### src/rtl/core/xdmix_pkg.sv
`timescale 1ns / 1ps
// ----------------------------------------------------------------------------
// xdmix_pkg: shared types, constants and curve table for the X-drive mixer
// Holds the response-curve ROM builder, the divider request and response
// words and the sequencer state type.
// ----------------------------------------------------------------------------
package xdmix_pkg;

  // Response curve table
  localparam int CURVE_TABLE_DEPTH = 1024;
  localparam int CURVE_IDX_W       = $clog2(CURVE_TABLE_DEPTH);
  localparam int ROM_W             = 17;  // Q16, up to and including 1.0
  localparam int CURVE_NUM_W       = CURVE_IDX_W + 7;

  // Shared divider: enough quotient bits for a table index or a 7 bit command
  localparam int DIV_STEPS = (CURVE_IDX_W > 7) ? CURVE_IDX_W : 7;
  localparam int DIV_NUM_W = (CURVE_NUM_W > 24) ? CURVE_NUM_W : 24;
  localparam int DIV_DEN_W = 17;

  // Full scale of a curve output in Q8 (127 * 256)
  localparam logic [DIV_DEN_W-1:0] FULL_Q8 = 17'd32512;

  // Configuration register indexes
  localparam logic [1:0] CFG_DEADBAND     = 2'd0;
  localparam logic [1:0] CFG_MIN_OUTPUT   = 2'd1;
  localparam logic [1:0] CFG_HEADING_GAIN = 2'd2;

  // Exponent 1 + 4915/16384 as a set of repeated square roots
  localparam logic [15:0] RootMask = 16'h6664;
  localparam logic [63:0] OneQ30   = 64'h0000_0000_4000_0000;

  typedef logic [ROM_W-1:0] curve_rom_t [CURVE_TABLE_DEPTH];

  typedef struct packed {
    logic                 start;
    logic [DIV_NUM_W-1:0] num;
    logic [DIV_DEN_W-1:0] den;
  } div_req_t;

  typedef struct packed {
    logic                 done;
    logic [DIV_STEPS-1:0] quot;
  } div_rsp_t;

  typedef enum logic [3:0] {
    ST_IDLE,
    ST_CURVE,
    ST_CDIV,
    ST_ROM,
    ST_CMAG,
    ST_HOLD,
    ST_HSAT,
    ST_SUM,
    ST_MAX,
    ST_MSTART,
    ST_MDIV,
    ST_DONE
  } state_e;

  // Integer square root, one result bit per pass (elaboration only)
  function automatic logic [63:0] isqrt64(input logic [63:0] n_in);
    logic [63:0] n;
    logic [63:0] res;
    logic [63:0] bv;
    n   = n_in;
    res = 64'd0;
    bv  = 64'h4000_0000_0000_0000;
    for (int j = 0; j < 32; j++) begin
      if (n >= res + bv) begin
        n   = n - (res + bv);
        res = (res >> 1) + bv;
      end else begin
        res = res >> 1;
      end
      bv = bv >> 2;
    end
    return res;
  endfunction

  // Entry i is (i/(D-1))^1.3 in Q16
  function automatic curve_rom_t build_curve_rom();
    curve_rom_t  rom;
    logic [63:0] x;
    logic [63:0] r;
    logic [63:0] y;
    logic [63:0] rounded;
    for (int i = 0; i < CURVE_TABLE_DEPTH; i++) begin
      x = (64'(i) << 30) / 64'(CURVE_TABLE_DEPTH - 1);
      if (x > OneQ30) begin
        x = OneQ30;
      end
      r = x;
      y = x;
      for (int k = 1; k <= 14; k++) begin
        r = isqrt64(r << 30);
        if (RootMask[k]) begin
          y = (y * r) >> 30;
        end
      end
      rounded = (y + 64'd8192) >> 14;
      rom[i]  = rounded[ROM_W-1:0];
    end
    return rom;
  endfunction

endpackage

### src/rtl/core/xdmix_div.sv
`timescale 1ns / 1ps
// ----------------------------------------------------------------------------
// xdmix_div: shared restoring divider
// One quotient bit per cycle; the quotient is known to fit in DIV_STEPS bits.
// ----------------------------------------------------------------------------
module xdmix_div
  import xdmix_pkg::*;
(
  input  logic     clk_i,
  input  logic     rst_ni,
  input  div_req_t req_i,
  output div_rsp_t rsp_o
);

  localparam int CNT_W = $clog2(DIV_STEPS + 1);

  logic [DIV_DEN_W-1:0] rem_q, rem_d;
  logic [DIV_STEPS-1:0] acc_q, acc_d;
  logic [DIV_DEN_W-1:0] den_q, den_d;
  logic [CNT_W-1:0]     cnt_q, cnt_d;
  logic                 done_q, done_d;

  logic [DIV_DEN_W:0]   trial;
  logic [DIV_DEN_W:0]   diff;
  logic                 fits;

  assign trial = {rem_q, acc_q[DIV_STEPS-1]};
  assign diff  = trial - {1'b0, den_q};
  assign fits  = trial >= {1'b0, den_q};

  always_comb begin
    rem_d  = rem_q;
    acc_d  = acc_q;
    den_d  = den_q;
    cnt_d  = cnt_q;
    done_d = 1'b0;
    if (req_i.start) begin
      // High part of the dividend is already below the divisor
      rem_d = DIV_DEN_W'(req_i.num >> DIV_STEPS);
      acc_d = req_i.num[DIV_STEPS-1:0];
      den_d = req_i.den;
      cnt_d = CNT_W'(DIV_STEPS);
    end else if (cnt_q != '0) begin
      rem_d  = fits ? diff[DIV_DEN_W-1:0] : trial[DIV_DEN_W-1:0];
      acc_d  = {acc_q[DIV_STEPS-2:0], fits};
      cnt_d  = cnt_q - CNT_W'(1);
      done_d = (cnt_q == CNT_W'(1));
    end
  end

  always_ff @(posedge clk_i or negedge rst_ni) begin
    if (!rst_ni) begin
      cnt_q  <= '0;
      done_q <= 1'b0;
    end else begin
      cnt_q  <= cnt_d;
      done_q <= done_d;
    end
  end

  always_ff @(posedge clk_i) begin
    rem_q <= rem_d;
    acc_q <= acc_d;
    den_q <= den_d;
  end

  assign rsp_o.done = done_q;
  assign rsp_o.quot = acc_q;

endmodule

### config.mk
export PLATFORM = sky130hd
export DESIGN_NAME = xdmix_div
export DESIGN_NICKNAME = d
export VERILOG_FILES = /design/src/rtl/core/xdmix_pkg.sv /design/src/rtl/core/xdmix_div.sv
export SDC_FILE = /design/constraint.sdc
export NUM_CORES = 1
export LEC_CHECK = 0
export BUFFER_PORTS_ARGS = -buffer_cell sky130_fd_sc_hd__buf_2
export CORE_MARGIN = 2
export CORE_UTILIZATION = 55
export DETAILED_ROUTE_END_ITERATION = 12
export PLACE_DENSITY = 0.79
export SKIP_LAST_GASP = 1
export SYNTH_ARGS = -nofsm -noshare
export SYNTH_HDL_FRONTEND = slang
export SYNTH_SLANG_ARGS = --single-unit
### constraint.sdc
create_clock -name clk_i -period 3.1 [get_ports clk_i]
set_clock_uncertainty 0.1 [all_clocks]
set_input_delay 0.62 -clock clk_i [delete_from_list [all_inputs] [get_ports clk_i]]
set_output_delay 0.62 -clock clk_i [all_outputs]
set_load 0.02 [all_outputs]
==> results of run 1 <==
power by group through the flow:
stage               clock network, mW  logic (mW)  registers (mW)
floorplan                           0        1.24            1.02
global placement                    0        1.51            1.01
detailed placement                  0        1.54            1.02
CTS                             0.426        1.55            1.00
global route                    0.443        1.73            1.02
finish                          0.418        1.55            1.00
kinds of logic (layout without fill, tap and decap cells):
logic type / after synthesis / in the layout / synth area share
mux: 15 / 15 / 0.0538
buf+inv: 38 / 97 / 0.0558
xor+xnor: 14 / 14 / 0.0402
compound gates: 71 / 71 / 0.181
simple gates: 67 / 67 / 0.116
fa+ha+maj: 21 / 21 / 0.0887
flops: 49 / 49 / 0.465
sequential cells by signal (all words and copies together) (netlist names):
signal / cells
cnt_q: 4
rem_q: 17
acc_q: 10
den_q: 17
done_q: 1
final cells by class:
class / instances / area, µm² / share of cell area
clock inverters: 1 / 5.00 / 0.00143
multi-input cells: 188 / 1460 / 0.417
flip-flops and latches: 49 / 1420 / 0.404
clock buffers: 7 / 97.6 / 0.0279
well taps: 72 / 90.1 / 0.0257
inverters: 27 / 101 / 0.0289
repair buffers: 62 / 330 / 0.0943
how the worst max path moves through the flow:
stage | endpoint | slack [ns] | depth (start not counted)
2_1_floorplan | rem_q[12] | 0.20 | 11
3_3_place_gp | rem_q[12] | 0.31 | 11
3_5_place_dp | rem_q[12] | 0.25 | 11
4_1_cts | rem_q[12] | 0.22 | 11
5_1_grt | rem_q[11] | 0.04 | 11
6_report | rem_q[12] | 0.21 | 11
placed cells by master, fill, tap and decap left out, drive strengths merged, types with 8 or more instances in the layout:
| cell type | netlist | layout |
|---|---|---|
| ha | 20 | 20 |
| xnor2 | 9 | 9 |
| mux2 | 11 | 11 |
| buf | 6 | 62 |
| nor2 | 16 | 16 |
| inv | 27 | 27 |
| edfxtp | 41 | 41 |
| nand2 | 15 | 15 |
| a21oi | 15 | 15 |
| o21ai | 8 | 8 |
stage by stage:
stage	cell area, µm²	total power, mW	hold slack (ns)	cells
after CTS	3500	2.98	0.0107	406
after detailed placement	3400	2.55	0.342	398
after floorplan	3050	2.26	0.224	275
after global placement	3400	2.52	0.342	398
after global routing	3500	3.19	0.0173	406
final	3500	2.97	0.0177	406
per-layer routing:
metal / part of all wire / routed length (µm) / vias up
met4: 0.013 / 79 / 0
met5: 0 / 0 / -
li1: - / - / 1134
met2: 0.48 / 2820 / 57
met1: 0.47 / 2720 / 1066
met3: 0.040 / 232 / 7
==> qor.yml, run 1 <==
status:
  outcome: "completed"
worst_setup_path:
  cp_slowest_stage_delay_ns: 0.41
  critPathCaptureType: "flop"
  critPathKind: "reg -> reg"
  crit_chain: "inv_1 -> ha_1 -> inv_1 -> fa_1 -> a211o_1 -> a21oi_1 -> o211ai_2 -> a21oi_2 -> buf_4 -> nor3_1 -> a311o_1"
  r2r-end: "rem_q[12]"
  startpoint: "acc_q[9]"
  cp_top_family: "compound AO/OA/AOI/OAI gates"
  cp_slowest_cell: "fa_1"
  rr_worst_depth: 11
  critPathBufInv: 3
  ff2ff_setup_slack_ns: 0.21
  arrival_ns: 2.84
  critPathMaxFanout: 11
  start_kind: "flop"
  reg2reg_from: "acc_q[9]"
  cp_data_required_time_ns: 3.06
  crit_path_frequent_cell: "inv_1"
grt:
  grt_pass1_wl_um: 9740
  gr-max-usage-layer: "met2"
  antenna_found_initial: 0
  grt_usage: 0.198
  grt_max_degree: 45
  grt_use_met2: 0.341
  gr-usage-met1: 0.255
  grt_pass1_vias: 2210
  grt-ovfl-total: 0
  grtUsageMet3: 0.0345
floorplanning:
  core_area_mm2: 0.00544
  die_h_um: 78.4
  die_w_um: 78.4
  row_count: 27
  ios: 55
  initial_core_util: 0.560
  dieArea_mm2: 0.00615
finish:
  antenna_cells: 0
  areaGrowthSynthToFinish_pct: 14.9
  num-fill-cells: 418
  utilization: 0.644
  drive_above_1_share: 0.278
  final_nets: 398
place:
  place_congestion: 0.859
  portBuffers: 54
  dp_hpwl_um: 4330
  place_ws_ns: 0.249
clock_network:
  cts_tree: "yes"
  cts_inserted_buffers: 5
  path_clk_slew_ns: 0.09
  clkSinkCount: 49
  cts_setup_buffers: 0
  worstSkewPairLatency_ns: 0.30
  cts_root_buf: "clkbuf_8"
  cts_resized: 0
  ctsHoldBuffers: 0
  h-tree-depth: 2
  clockBufferDepth: 2
sta:
  hold_viol: 0
  slew_viol_final: 0
  fin_ws_ns: 0.215
  setup_tns_ns: 0
  fmax_mhz: 347
  worst_pin_slew_ns: 0.565
  slew_headroom: 0.622
  finalSetupViolations: 0
  rsz0062_at_grt: "false"
  finalCritPeriodShare: 0.931
  fin_crit_ns: 2.89
power:
  power_switching_mw: 1.15
  p_per_area_mw_per_mm2: 849
  internal_power_mw: 1.82
  seqPwrFrac: 0.337
  swShare: 0.388
  comb_power_share: 0.522
  clockPowerShare: 0.140
  peakVddDrop_uv: 455
  leakagePower_nw: 1.55
synth:
  netlist_instances: 275
  synthesis.area_mm2: 0.00305
  ys_warn_count: 0
  ys_top_cells_by_area: "edfxtp_1, ha_1, dfrtp_1"
  async_flop_share: 0.102
  ys_seq_area_frac: 0.465
  synth-edff-count: 41
  synth_nets: 340
  synth.top_cell.area_share: 0.404
  synth_common_cells: "edfxtp_1, inv_1, ha_1"
  yosys_most_used_dff: "edfxtp_1"
  yosysMostFrequentCell: "edfxtp_1"
  ys_types: 66
  yosysTopAreaCell: "edfxtp_1"
  ys_ff_latch: 49
  avgSynthCellArea_um2: 11.1
flow_run:
  maxCapViolations: 0
detailed_routing:
  vias: 2264
  drt_wl_total_um: 5850
  first_iter_violations: 122
  ant_nets: 0
  dr.pass1.iters: 4
  avgViaCountPerCell: 5.58
  wl_per_cell_um: 14.4
  drc_errors: 0
min_path:
  hold_class: "in -> async"
(Power assumes the default switching activity.)
==> inputs of run 2 (changes only) <==
- CORE_ASPECT_RATIO: default -> 0.75
==> run 2 against run 1 <==
- non-clock buffer count grew 1
- design area grew 0.71%
- core utilization rose by 1.5 points
- via count shrank 0.53%
- worst hold slack improved by 0.37 ns
- final cell count rose by 0.99%
- register-to-register slack worse by 0.05 ns
- total power increased by 2.5%
- sequential cell count unchanged
- clock power up 8.1%
- largest power group unchanged
- highest routed layer unchanged
==> qor.yml, run 2 (synthesized netlist as in run 1, its figures left out) <==
detailed_routing:
  dr.pass1.iters: 4
  drt_wl_total_um: 6270
  first_iter_violations: 103
  vias: 2252
  wl_per_cell_um: 15.3
  ant_nets: 0
  drc_errors: 0
  avgViaCountPerCell: 5.49
worst_setup_path:
  critPathKind: "reg -> reg"
  cp_data_required_time_ns: 3.06
  crit_chain: "inv_1 -> ha_1 -> inv_1 -> fa_1 -> a211o_1 -> a21oi_1 -> o211ai_2 -> a21oi_2 -> buf_4 -> nor3_1 -> a311o_1"
  start_kind: "flop"
  ff2ff_setup_slack_ns: 0.17
  critPathMaxFanout: 13
  critical_path_cell_count: 11
  crit_path_frequent_cell: "inv_1"
  rr_worst_depth: 11
  cp_slowest_cell: "fa_1"
  arrival_ns: 2.89
  cp_slowest_stage_delay_ns: 0.43
  cp_top_family: "compound AO/OA/AOI/OAI gates"
  critPathCaptureType: "flop"
  reg2reg_from: "acc_q[9]"
  critPathBufInv: 3
  r2r-end: "rem_q[12]"
place:
  place_ws_ns: 0.191
  portBuffers: 54
  dp_hpwl_um: 4690
  place_congestion: 0.900
  placed_area_mm2: 0.00340
power:
  p_per_area_mw_per_mm2: 864
  total_power_mw: 3.05
  leakagePower_nw: 1.56
  peakVddDrop_uv: 413
finish:
  drive_above_1_share: 0.281
  antenna_cells: 0
  utilization: 0.659
  final_cell_mix: "buf_2, edfxtp_1, inv_1"
  reg_top3: "den_q (17), rem_q (17), acc_q (10)"
  final_common_cell: "buf_2"
  areaGrowthSynthToFinish_pct: 15.7
  ff_latch_area_mm2: 0.00142
  multi_input_area_mm2: 0.00146
  fin_area_mm2: 0.00353
  final_nets: 399
  num-fill-cells: 448
floorplanning:
  row_count: 23
  die_h_um: 68.5
  die_w_um: 90.0
  core_area_mm2: 0.00535
  initial_core_util: 0.569
  ios: 55
  dieArea_mm2: 0.00616
grt:
  grt_max_degree: 31
  grt_pass1_wl_um: 10800
  grt-ovfl-total: 0
  antenna_found_initial: 0
  grt_pass1_vias: 2262
  grt_usage: 0.220
min_path:
  min_path_cells: 1
  worstHoldEndpoint: "den_q[13]"
  holdCritStartpoint: "req_i[13]"
  hold_class: "in -> reg"
flow_run:
  maxCapViolations: 0
clock_network:
  clockBufferDepth: 2
  clkSinkCount: 49
  worstSkewPairLatency_ns: 0.30
  cts_inserted_buffers: 5
  cts_root_buf: "clkbuf_8"
  path_clk_slew_ns: 0.09
  cts_tree: "yes"
  cts_resized: 0
  h-tree-depth: 2
sta:
  fmax_mhz: 341
  setup_tns_ns: 0
  finalSetupViolations: 0
  fin_ws_ns: 0.169
  hold_viol: 0
  slew_viol_final: 0
  fin_crit_ns: 2.93
  rsz0062_at_grt: "false"
  worst_pin_slew_ns: 0.488
  slew_headroom: 0.674
  finalCritPeriodShare: 0.946
status:
  outcome: "completed"
run 2: cell types whose count changed in the layout (fill, tap and decap cells not counted):
cell / before / now
inv_4: 0 / 1
clkbuf_1: 1 / 0
dlygate4sd3_1: 0 / 1
clkinv_2: 1 / 0
clkbuf_8: 5 / 6
run 2: repair_timing:
action | CTS | global route
setup buffers | 0 | 0
hold buffers | 0 | 1
hold endpoints to repair | 0 | 5
run 2: cell type report:
class | count | share of cell area
Tap cell | 75 | 0.0266
Sequential cell | 49 | 0.402
Timing Repair Buffer | 63 | 0.0965
Inverter | 27 | 0.0287
Clock inverter | 1 | 0.00177
Clock buffer | 7 | 0.0305
Multi-Input combinational cell | 188 | 0.414
run 2: power by group:
group          internal, mW  switching (mW)  total, mW
clock network         0.231           0.221      0.452
logic                 0.704           0.891       1.60
registers             0.911          0.0902       1.00
total                  1.85            1.20       3.05
run 2: how the worst max path moves through the flow:
stage	start	endpoint
2_1_floorplan	acc_q[9]	rem_q[12]
3_3_place_gp	acc_q[9]	rem_q[12]
3_5_place_dp	acc_q[9]	rem_q[12]
4_1_cts	acc_q[9]	rem_q[12]
5_1_grt	acc_q[9]	rem_q[12]
6_report	acc_q[9]	rem_q[12]
run 2: layer usage:
metal	track usage	share of wire
met2	0.371	0.45
met3	0.0374	0.044
met1	0.300	0.50
met4	0.0635	0.010
met5	0	0
run 2: through the flow:
stage,instances,hold slack (ns)
final,410,0.385
after global routing,410,0.370
after CTS,409,0.00579
after detailed placement,401,0.341
after global placement,401,0.341
after floorplan,275,0.224
==> inputs of run 3 (changes only) <==
- PLACE_DENSITY: 0.79 -> 0.83
==> run 3 against run 2 <==
- global-route usage decreased by 0.46 points
- via count grew 2.6%
- sequential cell count unchanged
- worst hold slack worse by 0.37 ns
- critical path depth unchanged
- critical path type unchanged
- highest routed layer unchanged
==> qor.yml, run 3 (synthesized netlist as in run 1, its figures left out) <==
status:
  outcome: "completed"
place:
  place_ws_ns: 0.253
  place_congestion: 0.855
  portBuffers: 54
  dp_hpwl_um: 4750
worst_setup_path:
  ff2ff_setup_slack_ns: 0.24
  cp_slowest_cell: "fa_1"
  crit_path_frequent_cell: "inv_1"
  critPathMaxFanout: 14
  critical_path_cell_count: 11
  cp_top_family: "compound AO/OA/AOI/OAI gates"
  critPathKind: "reg -> reg"
  cp_data_required_time_ns: 3.05
  arrival_ns: 2.81
  reg2reg_from: "acc_q[9]"
  critPathCaptureType: "flop"
  r2r-end: "rem_q[0]"
  cp_slowest_stage_delay_ns: 0.41
  crit_chain: "inv_1 -> ha_1 -> inv_1 -> fa_1 -> a211o_1 -> a21oi_1 -> o211ai_2 -> a21oi_2 -> buf_4 -> mux2i_1 -> mux2_2"
  crit_end: "rem_q[0]"
  rr_worst_depth: 11
  critPathBufInv: 3
  startpoint: "acc_q[9]"
  start_kind: "flop"
detailed_routing:
  avgViaCountPerCell: 5.65
  wl_per_cell_um: 15.3
  vias: 2311
  drt_wl_total_um: 6280
  ant_nets: 0
  dr.pass1.iters: 4
  drc_errors: 0
  first_iter_violations: 157
clock_network:
  h-tree-depth: 2
  cts_root_buf: "clkbuf_8"
  worstSkewPairLatency_ns: 0.30
  cts_resized: 0
  cts_inserted_buffers: 5
  ctsHoldBuffers: 0
  path_clk_slew_ns: 0.09
  clkSinkCount: 49
  cts_tree: "yes"
  clockBufferDepth: 2
  cts_setup_buffers: 0
sta:
  fmax_mhz: 350
  slew_headroom: 0.590
  fin_ws_ns: 0.240
  slew_viol_final: 0
  hold_viol: 0
  fin_crit_ns: 2.86
  rsz0062_at_grt: "false"
  worst_pin_slew_ns: 0.612
  setup_tns_ns: 0
  finalSetupViolations: 0
  finalCritPeriodShare: 0.922
grt:
  grt_max_degree: 27
  grt_usage: 0.216
  antenna_found_initial: 0
  grt_pass1_vias: 2224
  grt_pass1_wl_um: 10500
  grt-ovfl-total: 0
power:
  peakVddDrop_uv: 466
  total_power_mw: 3.05
  leakagePower_nw: 1.55
  p_per_area_mw_per_mm2: 869
floorplanning:
  ios: 55
  die_h_um: 68.5
  die_w_um: 90.0
  initial_core_util: 0.569
  row_count: 23
  core_area_mm2: 0.00535
  dieArea_mm2: 0.00616
min_path:
  hold_class: "in -> async"
finish:
  final_common_cell: "buf_2"
  areaGrowthSynthToFinish_pct: 15.2
  drive_above_1_share: 0.278
  final_cell_mix: "buf_2, edfxtp_1, inv_1"
  num-fill-cells: 454
  reg_top3: "den_q (17), rem_q (17), acc_q (10)"
  multi_input_area_mm2: 0.00146
  antenna_cells: 0
  final_nets: 398
  ff_latch_area_mm2: 0.00142
flow_run:
  maxCapViolations: 0
-- run 3: cell types whose count changed in the layout (fill, tap and decap cells not counted), sizes merged --
cell,previous run,this run
clkbuf,7,6
bufinv,0,1
dlygate4sd3,1,0
inv,28,27
clkinv,0,1
-- run 3: final cells by class --
type	count	share of cell area
clock buffers	6	0.0207
multi-input cells	188	0.416
clock inverters	2	0.00998
well taps	75	0.0267
repair buffers	62	0.0941
inverters	27	0.0289
flip-flops and latches	49	0.403
-- run 3: where the power goes --
group | switching, mW | total [mW] | internal (mW) | leakage, nW
logic | 0.891 | 1.60 | 0.710 | 0.989
clock network | 0.203 | 0.442 | 0.240 | 0.0552
registers | 0.0957 | 1.01 | 0.912 | 0.508
total | 1.19 | 3.05 | 1.86 | 1.55
-- run 3: worst min-delay path by stage --
stage	slack (ns)	end	start
after floorplan	0.22	cnt_q[0]	rst_ni
after global placement	0.34	cnt_q[3]	rst_ni
after detailed placement	0.34	done_q	rst_ni
after CTS	0.02	cnt_q[3]	rst_ni
after global routing	0.01	cnt_q[3]	rst_ni
final	0.02	cnt_q[3]	rst_ni
-- run 3: per-layer routing --
| layer | part of all wire | global-route usage | vias to the layer above |
|---|---|---|---|
| met4 | 0.0067 | 0.0481 | 0 |
| met1 | 0.49 | 0.291 | 1112 |
| met5 | 0 | 0 | - |
| met2 | 0.47 | 0.377 | 55 |
| li1 | - | - | 1139 |
| met3 | 0.039 | 0.0352 | 5 |
-- run 3: through the flow --
step	util	cells	hold WS (ns)	area [µm²]
2_1_floorplan	-	275	0.224	3050
3_3_place_gp	0.636	401	0.340	3400
3_5_place_dp	0.636	401	0.340	3400
4_1_cts	0.656	409	0.0173	3510
5_1_grt	0.656	409	0.0127	3510
6_report	0.656	409	0.0195	3510
-- run 3: worst reg2reg max path: cells and delay by family, from the launching register on --
family	cells	cell delay [ns]
adders and majority gates	2	0.57
DFF	1	0.39
muxes	2	0.35
buffers and inverters	3	0.35
AOI/OAI and AO/OA	4	0.85
